File: src/design/dss_pkg.sv
// ----------------------------------------------------------------------------
// dss_pkg
// Shared types and constants of the duty setpoint smoother.
// ----------------------------------------------------------------------------
package dss_pkg;

	// field widths
	localparam int SAMPLE_W = 12;
	localparam int DUTY_W   = 10;

	// averaging window, a power of two
	localparam int WINDOW   = 8;
	localparam int WIN_BITS = $clog2(WINDOW);
	localparam int SUM_W    = WIN_BITS + DUTY_W;

	// scaling arithmetic
	localparam int ADC_FULL_SCALE = 4095;
	localparam int DIFF_W  = DUTY_W + 1;
	localparam int PROD_W  = SAMPLE_W + DIFF_W + 1;
	localparam int MAG_W   = SAMPLE_W + DUTY_W;

	// register defaults
	localparam logic [DUTY_W-1:0] DUTY_MIN_RST = DUTY_W'(306);
	localparam logic [DUTY_W-1:0] DUTY_MAX_RST = DUTY_W'(1023);

	// configuration bus
	localparam int APB_ADDR_W = 3;
	localparam int APB_DATA_W = 32;

	typedef enum logic {
		REG_DUTY_MIN = 1'b0,
		REG_DUTY_MAX = 1'b1
	} reg_idx_t;

	typedef logic [SAMPLE_W-1:0] sample_t;
	typedef logic [DUTY_W-1:0]   duty_t;

	// pipeline advance and item-valid, passed between stages
	typedef struct packed {
		logic adv;
		logic vld;
	} pipe_ctl_t;

endpackage

File: src/design/dss_if.sv
// ----------------------------------------------------------------------------
// dss_sample_if / dss_duty_if
// Valid/ready channels for ADC samples and smoothed duty results.
// ----------------------------------------------------------------------------
interface dss_sample_if;
	import dss_pkg::*;

	logic    valid;
	logic    ready;
	sample_t adc_sample;

	modport source (output valid, output adc_sample, input ready);
	modport sink (input valid, input adc_sample, output ready);
endinterface

interface dss_duty_if;
	import dss_pkg::*;

	logic  valid;
	logic  ready;
	duty_t duty;

	modport source (output valid, output duty, input ready);
	modport sink (input valid, input duty, output ready);
endinterface

File: src/design/duty_setpoint_smoother.sv
// ----------------------------------------------------------------------------
// duty_setpoint_smoother
// Scales ADC samples onto the duty range, averages them over a window of
// cells and sends the duty whenever the average changes.
// A sample beat passes the two scaler stages, then the window update
// loads the output register that drives the result beat.
// Throughput: one sample per cycle; a held result stalls the whole pipe.
// Reset clears the window, sum, last duty and valid bits; registers return
// to duty_min 306 and duty_max 1023.
// ----------------------------------------------------------------------------
module duty_setpoint_smoother (
	input  logic                             clk,
	input  logic                             arst_n,
	dss_sample_if.sink                       adc,
	dss_duty_if.source                       setpoint,
	input  logic                             psel,
	input  logic                             penable,
	input  logic                             pwrite,
	input  logic [dss_pkg::APB_ADDR_W-1:0]   paddr,
	input  logic [dss_pkg::APB_DATA_W-1:0]   pwdata,
	output logic [dss_pkg::APB_DATA_W-1:0]   prdata,
	output logic                             pready
);
	import dss_pkg::*;

	duty_t     duty_min_q;
	duty_t     duty_max_q;
	reg_idx_t  reg_idx;
	logic      adv;
	pipe_ctl_t ctl_in;
	pipe_ctl_t ctl_win;
	duty_t     scaled;
	logic      emit;
	duty_t     avg;
	logic      res_vld_q;
	duty_t     res_duty_q;

	// configuration registers
	assign pready  = 1'b1;
	assign reg_idx = reg_idx_t'(paddr[2]);

	always_ff @(posedge clk or negedge arst_n) begin
		if (!arst_n) begin
			duty_min_q <= DUTY_MIN_RST;
			duty_max_q <= DUTY_MAX_RST;
		end else if (psel && penable && pwrite) begin
			unique case (reg_idx)
				REG_DUTY_MIN: duty_min_q <= pwdata[DUTY_W-1:0];
				REG_DUTY_MAX: duty_max_q <= pwdata[DUTY_W-1:0];
				default: ;
			endcase
		end
	end

	always_comb begin
		unique case (reg_idx)
			REG_DUTY_MIN: prdata = APB_DATA_W'(duty_min_q);
			REG_DUTY_MAX: prdata = APB_DATA_W'(duty_max_q);
			default:      prdata = '0;
		endcase
	end

	// pipe advances unless a result beat is held
	assign adv       = !res_vld_q || setpoint.ready;
	assign adc.ready = adv;
	assign ctl_in.adv = adv;
	assign ctl_in.vld = adc.valid;

	dss_scaler u_scaler (
		.clk     (clk),
		.arst_n  (arst_n),
		.ctl_in  (ctl_in),
		.sample  (adc.adc_sample),
		.duty_min(duty_min_q),
		.duty_max(duty_max_q),
		.ctl_out (ctl_win),
		.scaled  (scaled)
	);

	dss_window u_window (
		.clk   (clk),
		.arst_n(arst_n),
		.ctl   (ctl_win),
		.scaled(scaled),
		.emit  (emit),
		.avg   (avg)
	);

	// output register
	always_ff @(posedge clk or negedge arst_n) begin
		if (!arst_n) begin
			res_vld_q <= 1'b0;
		end else if (emit) begin
			res_vld_q <= 1'b1;
		end else if (setpoint.ready) begin
			res_vld_q <= 1'b0;
		end
	end

	always_ff @(posedge clk) begin
		if (emit) begin
			res_duty_q <= avg;
		end
	end

	assign setpoint.valid = res_vld_q;
	assign setpoint.duty  = res_duty_q;

endmodule

File: src/design/dss_scaler.sv
// ----------------------------------------------------------------------------
// dss_scaler
// Two-stage linear map of a 12-bit sample onto the duty range.
// ----------------------------------------------------------------------------
module dss_scaler (
	input  logic               clk,
	input  logic               arst_n,
	input  dss_pkg::pipe_ctl_t ctl_in,
	input  dss_pkg::sample_t   sample,
	input  dss_pkg::duty_t     duty_min,
	input  dss_pkg::duty_t     duty_max,
	output dss_pkg::pipe_ctl_t ctl_out,
	output dss_pkg::duty_t     scaled
);
	import dss_pkg::*;

	logic signed [DIFF_W-1:0] diff;
	logic signed [PROD_W-1:0] prod;
	logic signed [PROD_W-1:0] prod_s1;
	logic                     vld_s1;
	logic                     vld_s2;
	duty_t                    scaled_s2;

	logic                     neg;
	logic [PROD_W-1:0]        mag_full;
	logic [MAG_W-1:0]         mag;
	logic [DUTY_W-1:0]        hi_part;
	logic [SAMPLE_W-1:0]      lo_part;
	logic [SAMPLE_W:0]        fold;
	logic [DUTY_W:0]          quot;
	logic signed [DUTY_W+1:0] quot_s;
	logic signed [DUTY_W+1:0] val;

	// stage 1: signed product sample * (max - min)
	assign diff = $signed({1'b0, duty_max}) - $signed({1'b0, duty_min});
	assign prod = $signed({1'b0, sample}) * diff;

	// stage 2: divide magnitude by 4095, p = 4096a + b = 4095a + (a + b)
	assign neg      = prod_s1[PROD_W-1];
	assign mag_full = neg ? PROD_W'(-prod_s1) : PROD_W'(prod_s1);
	assign mag      = mag_full[MAG_W-1:0];
	assign hi_part  = mag[MAG_W-1:SAMPLE_W];
	assign lo_part  = mag[SAMPLE_W-1:0];
	assign fold     = {3'b000, hi_part} + {1'b0, lo_part};
	assign quot     = {1'b0, hi_part}
		+ {{DUTY_W{1'b0}}, (fold >= (SAMPLE_W+1)'(ADC_FULL_SCALE))};
	assign quot_s   = neg ? -$signed({1'b0, quot}) : $signed({1'b0, quot});
	assign val      = $signed({2'b00, duty_min}) + quot_s;

	// valid bits
	always_ff @(posedge clk or negedge arst_n) begin
		if (!arst_n) begin
			vld_s1 <= 1'b0;
			vld_s2 <= 1'b0;
		end else if (ctl_in.adv) begin
			vld_s1 <= ctl_in.vld;
			vld_s2 <= vld_s1;
		end
	end

	// payload registers
	always_ff @(posedge clk) begin
		if (ctl_in.adv) begin
			prod_s1   <= prod;
			scaled_s2 <= val[DUTY_W-1:0];
		end
	end

	assign ctl_out.adv = ctl_in.adv;
	assign ctl_out.vld = vld_s2;
	assign scaled      = scaled_s2;

endmodule

File: src/design/dss_cell.sv
// ----------------------------------------------------------------------------
// dss_cell
// One window entry; takes the value on din on every shift.
// ----------------------------------------------------------------------------
module dss_cell (
	input  logic           clk,
	input  logic           arst_n,
	input  logic           shift,
	input  dss_pkg::duty_t din,
	output dss_pkg::duty_t dout
);
	import dss_pkg::*;

	duty_t entry_q;

	// entry register, cleared so the average ramps up from zero
	always_ff @(posedge clk or negedge arst_n) begin
		if (!arst_n) begin
			entry_q <= '0;
		end else if (shift) begin
			entry_q <= din;
		end
	end

	assign dout = entry_q;

endmodule

File: src/design/dss_window.sv
// ----------------------------------------------------------------------------
// dss_window
// Row of window cells, running sum and change detection on the average.
// ----------------------------------------------------------------------------
module dss_window (
	input  logic               clk,
	input  logic               arst_n,
	input  dss_pkg::pipe_ctl_t ctl,
	input  dss_pkg::duty_t     scaled,
	output logic               emit,
	output dss_pkg::duty_t     avg
);
	import dss_pkg::*;

	logic              load;
	duty_t             entry [WINDOW];
	logic [SUM_W-1:0]  sum_q;
	logic [SUM_W-1:0]  sum_next;
	duty_t             last_duty_q;
	logic [SUM_W-1:0]  cell_sum;

	assign load = ctl.adv & ctl.vld;

	// chain of cells, oldest entry at the far end
	for (genvar i = 0; i < WINDOW; i++) begin : g_cell
		if (i == 0) begin : g_head
			dss_cell u_cell (
				.clk   (clk),
				.arst_n(arst_n),
				.shift (load),
				.din   (scaled),
				.dout  (entry[i])
			);
		end else begin : g_body
			dss_cell u_cell (
				.clk   (clk),
				.arst_n(arst_n),
				.shift (load),
				.din   (entry[i-1]),
				.dout  (entry[i])
			);
		end
	end

	// running sum: drop oldest, add newest
	assign sum_next = sum_q - SUM_W'(entry[WINDOW-1]) + SUM_W'(scaled);
	assign avg      = sum_next[SUM_W-1:WIN_BITS];
	assign emit     = load & (avg != last_duty_q);

	always_ff @(posedge clk or negedge arst_n) begin
		if (!arst_n) begin
			sum_q       <= '0;
			last_duty_q <= '0;
		end else begin
			if (load) begin
				sum_q <= sum_next;
			end
			if (emit) begin
				last_duty_q <= avg;
			end
		end
	end

	// sum of all cells, for checking only
	always_comb begin
		cell_sum = '0;
		for (int k = 0; k < WINDOW; k++) begin
			cell_sum = cell_sum + SUM_W'(entry[k]);
		end
	end

	a_sum_matches: assert property (@(posedge clk) disable iff (!arst_n)
		sum_q == cell_sum)
		else $error("running sum out of step with window cells");

	a_last_tracks: assert property (@(posedge clk) disable iff (!arst_n)
		emit |=> last_duty_q == $past(avg))
		else $error("last duty not updated on emitted beat");

	a_last_holds: assert property (@(posedge clk) disable iff (!arst_n)
		!emit |=> $stable(last_duty_q))
		else $error("last duty changed without a beat");

endmodule
File: src/flat_wrapper.sv
// flat-port wrapper written by rule: the top's interface ports become plain ports
module duty_setpoint_smoother_flat import dss_pkg::*;
  (clk, arst_n, psel, penable, pwrite, paddr, pwdata, prdata, pready, adc_valid, adc_adc_sample, adc_ready, setpoint_valid, setpoint_duty, setpoint_ready);
  dss_sample_if adc_i ();
  dss_duty_if setpoint_i ();
  input  logic clk;
  input  logic arst_n;
  input  logic psel;
  input  logic penable;
  input  logic pwrite;
  input  logic [dss_pkg::APB_ADDR_W-1:0] paddr;
  input  logic [dss_pkg::APB_DATA_W-1:0] pwdata;
  output logic [dss_pkg::APB_DATA_W-1:0] prdata;
  output logic pready;
  input wire logic [$bits(adc_i.valid)-1:0] adc_valid;
  input wire logic [$bits(adc_i.adc_sample)-1:0] adc_adc_sample;
  output wire logic [$bits(adc_i.ready)-1:0] adc_ready;
  output wire logic [$bits(setpoint_i.valid)-1:0] setpoint_valid;
  output wire logic [$bits(setpoint_i.duty)-1:0] setpoint_duty;
  input wire logic [$bits(setpoint_i.ready)-1:0] setpoint_ready;
  assign adc_i.valid = adc_valid;
  assign adc_i.adc_sample = adc_adc_sample;
  assign adc_ready = adc_i.ready;
  assign setpoint_valid = setpoint_i.valid;
  assign setpoint_duty = setpoint_i.duty;
  assign setpoint_i.ready = setpoint_ready;
  duty_setpoint_smoother u_core (.clk(clk), .arst_n(arst_n), .adc(adc_i), .setpoint(setpoint_i), .psel(psel), .penable(penable), .pwrite(pwrite), .paddr(paddr), .pwdata(pwdata), .prdata(prdata), .pready(pready));
endmodule
File: config.mk
export PLATFORM = sky130hd
export DESIGN_NAME = duty_setpoint_smoother_flat
export DESIGN_NICKNAME = d
export VERILOG_FILES = /design/src/design/dss_pkg.sv /design/src/design/dss_if.sv /design/src/design/duty_setpoint_smoother.sv /design/src/design/dss_scaler.sv /design/src/design/dss_cell.sv /design/src/design/dss_window.sv /design/src/flat_wrapper.sv
export SDC_FILE = /design/constraint.sdc
export NUM_CORES = 1
export LEC_CHECK = 0
export ABC_AREA = 1
export BUFFER_PORTS_ARGS = -buffer_cell sky130_fd_sc_hd__buf_2
export CAP_MARGIN = 25
export CORE_UTILIZATION = 45
export CTS_CLUSTER_DIAMETER = 30
export DETAILED_ROUTE_END_ITERATION = 10
export PLACE_DENSITY = 0.69
export SYNTH_ARGS = -nofsm -noshare
export SYNTH_HDL_FRONTEND = slang
export SYNTH_SLANG_ARGS = --single-unit
File: constraint.sdc
create_clock -name clk -period 13.35 [get_ports clk]
set_input_delay 2.0025 -clock clk [delete_from_list [all_inputs] [get_ports clk]]
set_output_delay 2.0025 -clock clk [all_outputs]
set_load 0.03 [all_outputs]
After elaboration in Yosys (flattened, before gate mapping)

Index checks and enable logic that the tools add are counted.

$add $sub $neg: 8
Multipliers: 1
Divide/modulo/power cells: 0
$lt $le $gt $ge: 1
Equal/unequal tests: 1
Shifts and indexed selects: 0
Mux-type cells: 5
Bitwise operators: 3
Reduce and logical (&&, ||, !) cells: 7

Operators by type and width:

| kind                 | number |
|---|---|
| $pmux 32 s2          | 1 |
| $mul 13x11->24       | 1 |
| $mux 22              | 1 |
| $neg 22->22          | 1 |
| $add 10x12->13       | 1 |
| $add 13x10->13       | 1 |
| $ge 13x12->1 const B | 1 |
| $sub 13x10->13       | 1 |
| $sub 10x10->11       | 1 |
| $add 10x1->10        | 1 |
| $add 10x10->10       | 1 |
| $mux 10              | 1 |
| $ne 10x10->1         | 1 |
| $neg 10->10          | 1 |
| $reduce_and 2->1     | 2 |
| $and 1x1->1          | 2 |
| $logic_and 1x1->1    | 2 |
| $mux 1               | 2 |
| $reduce_bool 2->1    | 1 |
| $logic_not 1->1      | 1 |
| $logic_or 1x1->1     | 1 |
| $not 1->1            | 1 |

Flip-flop bits (word level): 170
Latch bits: 0
Memory bits (writable): 0
ROM bits: 0
Word-level logic and storage cells: 44
Memories kept: 0

Longest topological paths before layout

Gate-level depths: netlist of the first run.

Depth in word-level cells: 8
Gate-level depth with buffers: 48

By module

Synthesis of the first run repeated with hierarchy kept, for this count alone.

Cells, all modules: 1,865
Area, all modules: 14,737.9 sq um

Modules (own cells, without submodules):

| module                 | times used | cells each | area each (sq um) | sequential area each (sq um) |
|---|---|---|---|---|
| dss_scaler             | 1          | 1,031      | 7,885.1           | 1,041.0 |
| dss_cell               | 8          | 42         | 377.9             | 250.2 |
| dss_window             | 1          | 336        | 2,338.5           | 575.6 |
| duty_setpoint_smoother | 1          | 162        | 1,491.4           | 843.3 |

Worst setup path before layout of the first run

No wires, ideal clock.

Path kind: input -> register
Start point: input port adc_adc_sample[1]
End point: register u_core.u_scaler.prod_s1[23], data pin
Arrival time: 6.452 ns
Path slack: 6.646 ns
Stages: 22
Buffers on the path: 0
Cell sequence: inv_1 > or2_2 > fa_1 > fa_1 > fa_1 > inv_1 > fa_1 > fa_1 > ha_1 > nand2_1 > nor2_1 > nand2_1 > o211ai_1 > nand2_1 > nand2_1 > a21oi_1 > o21ai_0 > nand2_1 > nand2_1 > nand3_1 > nand3b_1 > nand2_1

Word-level cells in the longest chain between the ends: 1

Ends and longest elaborated chain:

| item                         | line               | source |
|---|---|---|
| from (decl)                  | flat_wrapper.sv:16 | `input wire logic [$bits(adc_i.adc_sample)-1:0] adc_adc_sample;` |
| $mul 13x11->24               | dss_scaler.sv:36   | `assign prod = $signed({1'b0, sample}) * diff;` |
| via u_core.u_scaler.prod[23] | dss_scaler.sv:18   | `logic signed [PROD_W-1:0] prod;` |
| to (signal assigned)         | dss_scaler.sv:64   | `prod_s1 <= prod;` |
| to (decl)                    | dss_scaler.sv:19   | `logic signed [PROD_W-1:0] prod_s1;` |

The timed path passes the listed nets, and every way through them passes these cells.
A chain may end at the register's enable or synchronous reset.

Worst setup path after layout of the first run

Start point: register u_core.duty_min_q[0]
End point: register u_core.u_scaler.prod_s1[23], data pin

Word-level cells in the longest chain between the ends: 2

Ends and longest elaborated chain:

| item                         | line                         | source |
|---|---|---|
| from (decl)                  | duty_setpoint_smoother.sv:26 | `duty_t duty_min_q;` |
| from (signal assigned)       | duty_setpoint_smoother.sv:48 | `REG_DUTY_MIN: duty_min_q <= pwdata[DUTY_W-1:0];` |
| $sub 10x10->11               | dss_scaler.sv:35             | `assign diff = $signed({1'b0, duty_max}) - $signed({1'b0, duty_min});` |
| $mul 13x11->24               | dss_scaler.sv:36             |  |
| via u_core.u_scaler.prod[23] | dss_scaler.sv:18             |  |

The timed path passes the listed nets, and every way through them passes these cells.

==> metrics.md, run 1 <==
| Metric | Value |
|---|---|
| I/O pins | 99 |
| CTS Sinks | 169 |
| Largest net degree at the start of global routing | 86 |
| Antenna violations before repair | 0 |
| Critical path capture point type | flip-flop |
| Cts bufs inserted | 17 |
| Cell Area, Synth | 14060 um2 |
| Top FF cell, synth | dfrtp_1 |
| Worst-path clk slew | 0.06 ns |
| Critical path's largest stage delay | 0.54 ns |
| Clock skew | 0.009201 ns |
| Post-CTS sizing | 0 |
| Final WS setup | 5.997 ns |
| Mean number of vias per cell | 4.916 |
| Final Core Density | 0.4987 |
| Hold buffer count at cts | 0 |
| Post-DP HPWL | 22660 um |
| Hold Violations, Final | 0 |
| Final critical-path share of the clock period | 0.5508 |
| Slowest CP cell | fa_1 |
| RSZ-0062 raised after global routing | no |
| Total number of vias | 10760 |
| Pins Over Slew Limit | 0 |
| Area delta synth->final | 8.745% |
| Most used cell, CP | nand2_1 |
| Ys async rst share | 0.7456 |
| Status | complete, no violations |
| PortBufs | 51 |
| Final setup fails | 0 |
| First-pass GRT wire length | 48380 um |
| R2r setup slk | 6.00 ns |
| Register area share after synthesis | 0.3173 |
| MaxCap Viol Count | 0 |
| Worst-Skew Late Latency | 0.43 ns |
| Bufs on Longest Clock Path | 2 |
| Antenna Diode Count | 0 |
| R2R depth | 34 |
| RR Endpoint | u_core.u_scaler.prod_s1[23] |
| Least-Margin Pin Slew | 0.8492 ns |
| Fillers | 2880 |
| Site row count | 64 |
| Max Clock Freq | 136.0 MHz |
| Period minus WS final | 7.353 ns |
| RePlAce Congestion | 0.9286 |
| Post CTS Setup Buffer Count | 0 |
| Layout cells sized above 1 | 0.08594 |
| Setup CP Type | flip-flop to flip-flop |
| Starting Density | 0.4586 |
| Pre-CTS setup slack | 6.054 ns |
| Worst min path class | flip-flop to flip-flop |
| Number of global-route vias before repair | 10540 |
| Residual DRC | 0 |
| Reg-to-Reg Start | u_core.duty_min_q[0] |
| Synth Register Bits | 169 |
| Die Span X | 178.8 um |
| WL per Instance | 13.09 um |
| Initial DRC count | 562 |
| Drt total wl | 28640 um |
| WHS Endpoint | u_core.u_window.g_cell[4].g_body.u_cell.dout[0] |
| Cell count after synthesis | 1740 |
| Fin Setup TNS | 0 ns |
| Synth cell types | 50 |
| Min-delay src | u_core.u_window.g_cell[4].g_body.u_cell.dout[0] |
| Core ar. | 30670 um2 |
| GRT Residual Overflow | 0 |
| Hold_ws | 0.4681 ns |
| Most frequent cells in the layout | nand2_1 (497), inv_1 (301), nor2_1 (128) |
| Die height | 178.8 um |
| CTS Root Buffer Type | clkbuf_16 |
| Die area | 31960 um2 |
| Crit path max fanout | 8 |
| CTS tree | done |
| EDFF count, synth | 43 |
| GR Util All Layers | 0.1888 |
| Relative slew slack | 0.4338 |
| Htree depth | 4 |
| Synth warn | 0 |
| Critical path launch point type | flip-flop |
| Antenna viol nets, final | 0 |
| DR pass1 iterations | 5 |
| WP data required | 13.54 ns |
| Most common cell after layout, fill and taps aside | nand2_1 |
| Mean post-synth cell area | 8.082 um2 |
| Worst EP arrival | 7.54 ns |
| Worst Hold Depth | 2 |
| Final net count | 2056 |
-- kinds of logic (layout without fill, tap and decap cells) --
group                    count (synthesis)  after routing  synth area share
XOR/XNOR                                62             62           0.03968
AO/OA/AOI/OAI                          169            169           0.06441
AND/OR/NAND/NOR                        745            745            0.2186
flip-flops                             169            169            0.3173
other                                    2             23         0.0005340
buffers and inverters                  368            399            0.1047
multiplexers                             2              2          0.001424
adder cells (fa/ha/maj)                223            223            0.2534
-- metal layers --
| layer | vias up | share of wire | wire (um) | global-route usage |
|---|---|---|---|---|
| li1 | 5382 | - | - | - |
| met2 | 209 | 0.50 | 14290 | 0.3330 |
| met3 | 55 | 0.027 | 785 | 0.01972 |
| met1 | 5111 | 0.44 | 12720 | 0.2360 |
| met4 | 0 | 0.030 | 847 | 0.07380 |
| met5 | - | 0 | 0 | 0 |
-- stage by stage --
step           area [um2]  cells
2_1_floorplan       14140   1761
6_report            15290   2188
5_1_grt             15290   2188
3_3_place_gp        14650   2155
4_1_cts             15270   2187
3_5_place_dp        14650   2155
-- how the worst max path moves through the flow --
stage,startpoint,cells after the start,endpoint
6_report,u_core.duty_min_q[0],34,u_core.u_scaler.prod_s1[23]
5_1_grt,u_core.duty_min_q[0],34,u_core.u_scaler.prod_s1[23]
4_1_cts,u_core.duty_min_q[0],34,u_core.u_scaler.prod_s1[23]
3_5_place_dp,u_core.duty_min_q[0],34,u_core.u_scaler.prod_s1[23]
3_3_place_gp,adc_adc_sample[1],23,u_core.u_scaler.prod_s1[23]
2_1_floorplan,adc_adc_sample[1],22,u_core.u_scaler.prod_s1[23]
-- state kept, by name, summed over array words and instances (netlist names) --
| signal | count |
|---|---|
| u_core.duty_max_q | 10 |
| u_core.u_window.g_cell.g_head.u_cell.dout | 10 |
| u_core.u_window.last_duty_q | 10 |
| u_core.u_scaler.vld_s1 | 1 |
| u_core.setpoint.duty | 10 |
| u_core.u_scaler.vld_s2 | 1 |
| u_core.duty_min_q | 10 |
| u_core.u_scaler.prod_s1 | 23 |
| u_core.u_window.g_cell.g_body.u_cell.dout | 70 |
| u_core.u_scaler.scaled | 10 |
| u_core.setpoint.valid | 1 |
| u_core.u_window.sum_q | 13 |
-- area by class of cell --
cell class / count / area (um2) / area share
flip-flops and latches: 169 / 4462 / 0.2917
multi-input cells: 1224 / 8215 / 0.5372
clock inverters: 9 / 108.9 / 0.007118
repair buffers: 61 / 352.8 / 0.02307
well taps: 396 / 495.5 / 0.03240
clock buffers: 23 / 510.5 / 0.03338
inverters: 306 / 1149 / 0.07510
-- cell usage after synthesis (3+ instances only) --
cell | count | area [um2]
nor2_1 | 129 | 484.2
a21oi_1 | 51 | 255.2
nand2_4 | 4 | 45.04
fa_1 | 103 | 2062
xnor2_1 | 18 | 157.7
clkinv_1 | 3 | 11.26
buf_4 | 24 | 180.2
nand3b_1 | 5 | 37.54
nand4_1 | 8 | 50.05
or2_2 | 12 | 75.07
nand2_1 | 497 | 1866
nand3_1 | 54 | 270.3
nand2_2 | 14 | 87.58
edfxtp_1 | 43 | 1291
nand3_2 | 4 | 40.04
o21ai_0 | 96 | 480.5
inv_1 | 301 | 1130
nor3_1 | 5 | 25.02
dfstp_2 | 14 | 367.9
ha_1 | 120 | 1501
nor2_2 | 3 | 18.77
o21ai_1 | 4 | 20.02
o21bai_1 | 4 | 30.03
xor2_1 | 42 | 367.9
clkbuf_1 | 36 | 135.1
dfrtp_1 | 112 | 2803
-- worst max-delay path: cells and delay by family (launching register included) --
| family | cells | cell delay (ns) |
|---|---|---|
| flip-flops | 1 | 0.42 |
| buffers and inverters | 3 | 0.46 |
| adder cells (fa/ha/maj) | 8 | 3.54 |
| AND/OR/NAND/NOR | 17 | 1.68 |
| AO/OA/AOI/OAI | 6 | 1.01 |
Power of run 1 is left out: the tool's default activity adds up to more than one toggle a clock period on the data nets, which glitch-free logic cannot reach.
==> run 2, diff against run 1 <==
clock period = 7.32 ns   (was 13.35 ns; I/O delays follow)
==> run 2 against run 1 <==
Compared with the run above: setup slack got worse by 5.5 ns; final area shrank 0.12%; die area unchanged; via count is essentially flat; critical path type unchanged; fmax increased by 7.7%; worst hold slack improved by 0.0021 ns; wire length down 1.6%; critical path depth increased by 1.
==> metrics.md, run 2 (synthesized netlist as in run 1, its figures left out) <==
| Metric | Value |
|---|---|
| Starting Density | 0.4586 (unchanged) |
| Status | complete, no violations |
| Layout cells sized above 1 | 0.09010 (+0.004163) |
| Residual DRC | 0 (unchanged) |
| CTS Root Buffer Type | clkbuf_16 |
| DR pass1 iterations | 5 (unchanged) |
| Launch point of the critical path | u_core.duty_max_q[0] |
| Critical path launch point type | flip-flop |
| Worst EP arrival | 7.02 ns (-0.52 ns) |
| Final net count | 2062 (+0.29%) |
| I/O pins | 99 (unchanged) |
| Slowest CP cell | fa_1 |
| Worst-path clk slew | 0.06 ns (about the same) |
| Htree depth | 4 (unchanged) |
| Final critical-path share of the clock period | 0.9331 (+0.3822) |
| Most common cell after layout, fill and taps aside | nand2_1 |
| Cts bufs inserted | 17 (unchanged) |
| Area delta synth->final | 8.612% |
| Antenna viol nets, final | 0 (unchanged) |
| Core ar. | 30670 um2 (unchanged) |
| RePlAce Congestion | 0.9298 (+0.13%) |
| PortBufs | 51 (unchanged) |
| WP data required | 7.51 ns (-6.03 ns) |
| Pins Over Slew Limit | 0 (unchanged) |
| Total number of vias | 10760 (+0.0093%) |
| GR Util All Layers | 0.1886 (-0.0001957) |
| Initial DRC count | 472 (-16%) |
| Antenna violations before repair | 0 (unchanged) |
| Relative slew slack | 0.4334 (-0.0004360) |
| Setup CP Type | flip-flop to flip-flop |
| Worst min path class | flip-flop to flip-flop |
| CTS tree | done |
| Most frequent cells in the layout | nand2_1 (497), inv_1 (301), nor2_1 (128) |
| Least-Margin Pin Slew | 0.8499 ns (+0.0006548 ns) |
| Die area | 31960 um2 (unchanged) |
| Period minus WS final | 6.830 ns (-0.5235 ns) |
| Critical path's largest stage delay | 0.54 ns (about the same) |
| Post-DP HPWL | 22510 um (-0.63%) |
| Bufs on Longest Clock Path | 2 (unchanged) |
| Pre-CTS setup slack | 0.2887 ns (-5.765 ns) |
| WL per Instance | 12.84 um (-1.9%) |
| Clock skew | 0.01122 ns (+0.002023 ns) |
| Hold Violations, Final | 0 (unchanged) |
| CTS Sinks | 169 (unchanged) |
| MaxCap Viol Count | 0 (unchanged) |
| Mean number of vias per cell | 4.903 (-0.26%) |
| Max Clock Freq | 146.4 MHz (+7.7%) |
| GRT Residual Overflow | 0 (unchanged) |
| Final setup fails | 0 (unchanged) |
| First-pass GRT wire length | 48430 um (+0.10%) |
| Die height | 178.8 um (unchanged) |
| R2R depth | 35 (+2.9%) |
| Worst-Skew Late Latency | 0.43 ns (about the same) |
| Most used cell, CP | nand2_1 |
| Number of global-route vias before repair | 10590 (+0.47%) |
| Crit path max fanout | 8 (unchanged) |
| Min-delay src | u_core.u_window.g_cell[1].g_body.u_cell.dout[6] |
| Max reg flops | 70 (unchanged) |
| Critical path capture point type | flip-flop |
| Drt total wl | 28170 um (-1.6%) |
| Final WS setup | 0.4900 ns (-5.507 ns) |
| Site row count | 64 (unchanged) |
| Antenna Diode Count | 0 (unchanged) |
| Largest net degree at the start of global routing | 92 (+7.0%) |
| Reg-to-Reg Start | u_core.duty_max_q[0] |
| Worst Hold Depth | 2 (unchanged) |
| Die Span X | 178.8 um (unchanged) |
==> run 2: cell types whose count changed in the layout (fill, tap and decap cells not counted), sizes merged <==
cell    before  now
buf         61   67
clkinv       7    8
bufinv       2    1
==> run 2: worst paths after layout <==
kind	to	slack [ns]
max in group asynchronous	u_core.duty_min_q[9]	5.29
setup reg to reg	u_core.u_scaler.prod_s1[23]	0.49
setup / recovery	u_core.u_scaler.prod_s1[23]	0.49
hold reg to reg	u_core.u_window.g_cell[1].g_body.u_cell.dout[6]	0.47
min in group asynchronous	u_core.u_window.g_cell[6].g_body.u_cell.dout[9]	0.74
hold / removal	u_core.u_window.g_cell[1].g_body.u_cell.dout[6]	0.47
==> run 2: cell type report <==
type / count / area (um2)
Clock inverter: 9 / 92.59
Inverter: 306 / 1149
Tap cell: 396 / 495.5
Clock buffer: 23 / 471.7
Multi-Input combinational cell: 1224 / 8227
Sequential cell: 169 / 4462
Fill cell: 2915 / 15390
Timing Repair Buffer: 67 / 377.9
==> run 2: stage by stage <==
| step | setup TNS [ns] | hold WS (ns) | instance area [um2] | std cells | utilization |
|---|---|---|---|---|---|
| 3_3_place_gp | 0 | 0.4544 | 14680 | 2160 | 0.4788 |
| 5_1_grt | -0.009211 | 0.4928 | 15270 | 2194 | 0.4980 |
| 6_report | 0 | 0.4702 | 15270 | 2194 | 0.4980 |
| 3_5_place_dp | 0 | 0.4584 | 14680 | 2160 | 0.4788 |
| 4_1_cts | 0 | 0.4741 | 15250 | 2192 | 0.4972 |
| 2_1_floorplan | 0 | 0.4422 | 14140 | 1761 | - |
==> run 2: worst max-delay path: cells and delay by family, from the launching register on <==
kind / cells / cell delay, ns
adder cells (fa/ha/maj): 8 / 3.41
AO/OA/AOI/OAI: 8 / 1.31
AND/OR/NAND/NOR: 13 / 0.97
buffers and inverters: 6 / 0.51
flip-flops: 1 / 0.37
==> run 2: what timing repair did <==
action | in CTS | in global routing
setup buffers | 0 | 2
hold buffers | 0 | 0
setup endpoints to repair | 0 | 2
resized for setup | 0 | 4
==> run 2: routing by layer <==
metal | up-vias | part of all wire | GRT usage | wire length (um)
met5 | - | 0 | 0 | 0
met4 | 0 | 0.019 | 0.05367 | 546
met3 | 41 | 0.029 | 0.02396 | 813
met2 | 195 | 0.51 | 0.3407 | 14250
met1 | 5130 | 0.45 | 0.2339 | 12560
li1 | 5392 | - | - | -
Power of run 2 is left out for the same reason.
==> run 3, diff against run 2 <==
CTS_BUF_LIST = sky130_fd_sc_hd__clkbuf_4 sky130_fd_sc_hd__clkbuf_8   (was default)
==> run 3 against run 2 <==
Compared with the run above: setup slack worse by 0.011 ns; core utilization decreased by 0.58 points; sequential cell count is the same; via count is 0.77% lower; critical endpoint unchanged.
==> metrics.md, run 3 (synthesized netlist as in run 1, its figures left out) <==
| Metric | Value |
|---|---|
| Status | complete, no violations |
| Fillers | 2948 (+1.1%) |
| Mean number of vias per cell | 4.866 (-0.77%) |
| Post-DP Area | 14680 um2 (unchanged) |
| Worst-path clk slew | 0.10 ns (+0.04 ns) |
| Most common cell after layout, fill and taps aside | nand2_1 |
| RePlAce Congestion | 0.9298 (unchanged) |
| Crit path max fanout | 8 (unchanged) |
| Largest net degree at the start of global routing | 92 (unchanged) |
| Crit path buf inv count | 5 (-1) |
| Core ar. | 30670 um2 (unchanged) |
| Critical path's largest stage delay | 0.59 ns (+0.05 ns) |
| Initial DRC count | 498 (+5.5%) |
| Pins Over Slew Limit | 0 (unchanged) |
| Final critical-path share of the clock period | 0.9346 (+0.001491) |
| Critical path capture point type | flip-flop |
| GRT Residual Overflow | 0 (unchanged) |
| Relative slew slack | 0.4357 (+0.002318) |
| Setup CP Type | flip-flop to flip-flop |
| Layout cells sized above 1 | 0.09232 (+0.002225) |
| Design Area, Final | 15100 um2 (-1.2%) |
| Drt total wl | 27870 um (-1.0%) |
| Die area | 31960 um2 (unchanged) |
| MaxCap Viol Count | 0 (unchanged) |
| Hold buffer count at cts | 0 (unchanged) |
| Hold_ws | 0.4747 ns (+0.004560 ns) |
| Hold Violations, Final | 0 (unchanged) |
| First-pass GRT wire length | 47870 um (-1.2%) |
| Critical path's top delay family | adder cells |
| CTS Sinks | 169 (unchanged) |
| Htree depth | 4 (unchanged) |
| Total number of vias | 10680 (-0.77%) |
| Residual DRC | 0 (unchanged) |
| Fin Setup TNS | 0 ns (unchanged) |
| PortBufs | 51 (unchanged) |
| Least-Margin Pin Slew | 0.8464 ns (-0.003478 ns) |
| CTS tree | done |
| Worst min path class | flip-flop to flip-flop |
| Clock skew | 0.01845 ns (+0.007231 ns) |
| Worst EP arrival | 7.06 ns (+0.04 ns) |
| Final setup fails | 0 (unchanged) |
| I/O pins | 99 (unchanged) |
| Bufs on Longest Clock Path | 2 (unchanged) |
| CTS Root Buffer Type | clkbuf_8 |
| Cts bufs inserted | 17 (unchanged) |
| Max Clock Freq | 146.2 MHz (-0.16%) |
| Post-DP HPWL | 22510 um (unchanged) |
| Die Span X | 178.8 um (unchanged) |
| Area delta synth->final | 7.357% |
| Site row count | 64 (unchanged) |
| Antenna viol nets, final | 0 (unchanged) |
| WP data required | 7.54 ns (+0.03 ns) |
| Most used cell, CP | nand2_1 |
| DR pass1 iterations | 5 (unchanged) |
| Critical path launch point type | flip-flop |
| Period minus WS final | 6.841 ns (+0.01091 ns) |
| GR Util All Layers | 0.1866 (-0.001957) |
| Most frequent cells in the layout | nand2_1 (497), inv_1 (301), nor2_1 (128) |
| Final net count | 2062 (unchanged) |
| Number of global-route vias before repair | 10450 (-1.2%) |
| Starting Density | 0.4586 (unchanged) |
| WL per Instance | 12.70 um (-1.0%) |
| Die height | 178.8 um (unchanged) |
| Antenna Diode Count | 0 (unchanged) |
| Worst-Skew Late Latency | 0.46 ns (+0.03 ns) |
| Antenna violations before repair | 0 (unchanged) |
| Max reg flops | 70 (unchanged) |
| Slowest CP cell | dfstp_2 |
-- run 3: cell counts in the layout (fill, tap and decap cells not counted) --
Identical to the previous run, type by type.
-- run 3: repair_timing --
action | in CTS | in global routing
setup endpoints to repair | 0 | 2
buffers inserted | 0 | 2
resized for setup | 0 | 5
-- run 3: per-layer routing --
layer  GRT usage  share of wire  vias to the layer above
li1            -              -                     5395
met1      0.2334           0.45                     5088
met2      0.3329           0.50                      161
met3     0.02439          0.026                       31
met4     0.05650          0.021                        0
met5           0              0                        -
-- run 3: area by class of cell --
class                           instances  area (um2)  share of cell area
Inverter                              306        1149             0.07608
Timing Repair Buffer                   67       377.9             0.02503
Clock buffer                           23       291.5             0.01931
Multi-Input combinational cell       1224        8230              0.5451
Tap cell                              396       495.5             0.03282
Clock inverter                          9       92.59            0.006132
Sequential cell                       169        4462              0.2955
-- run 3: path summary, 6_finish.rpt --
path                                                            startpoint                                               to  slack, ns  cells after the start
min in group asynchronous                                           arst_n  u_core.u_window.g_cell[6].g_body.u_cell.dout[9]       0.71                      1
min                        u_core.u_window.g_cell[1].g_body.u_cell.dout[6]  u_core.u_window.g_cell[1].g_body.u_cell.dout[6]       0.47                      2
max in group asynchronous                                           arst_n                             u_core.duty_min_q[0]       5.33                      2
max reg2reg                                           u_core.duty_min_q[1]                      u_core.u_scaler.prod_s1[23]       0.48                     33
max                                                   u_core.duty_min_q[1]                      u_core.u_scaler.prod_s1[23]       0.48                     33
min reg2reg                u_core.u_window.g_cell[1].g_body.u_cell.dout[6]  u_core.u_window.g_cell[1].g_body.u_cell.dout[6]       0.47                      2
-- run 3: worst register-to-register path: cells and delay by family (launching register included) --
family / cells / cell delay (ns)
fa+ha+maj: 7 / 3.25
buf+inv: 5 / 0.46
simple gates: 13 / 0.97
compound gates: 8 / 1.32
flops: 1 / 0.59
-- run 3: stage by stage --
stage	worst slack [ns]	utilization	instances
2_1_floorplan	0.7291	-	1761
3_3_place_gp	0.3914	0.4788	2160
3_5_place_dp	0.2887	0.4788	2160
4_1_cts	0.2660	0.4913	2192
5_1_grt	-0.01355	0.4923	2194
6_report	0.4791	0.4923	2194
Power of run 3 is left out for the same reason.
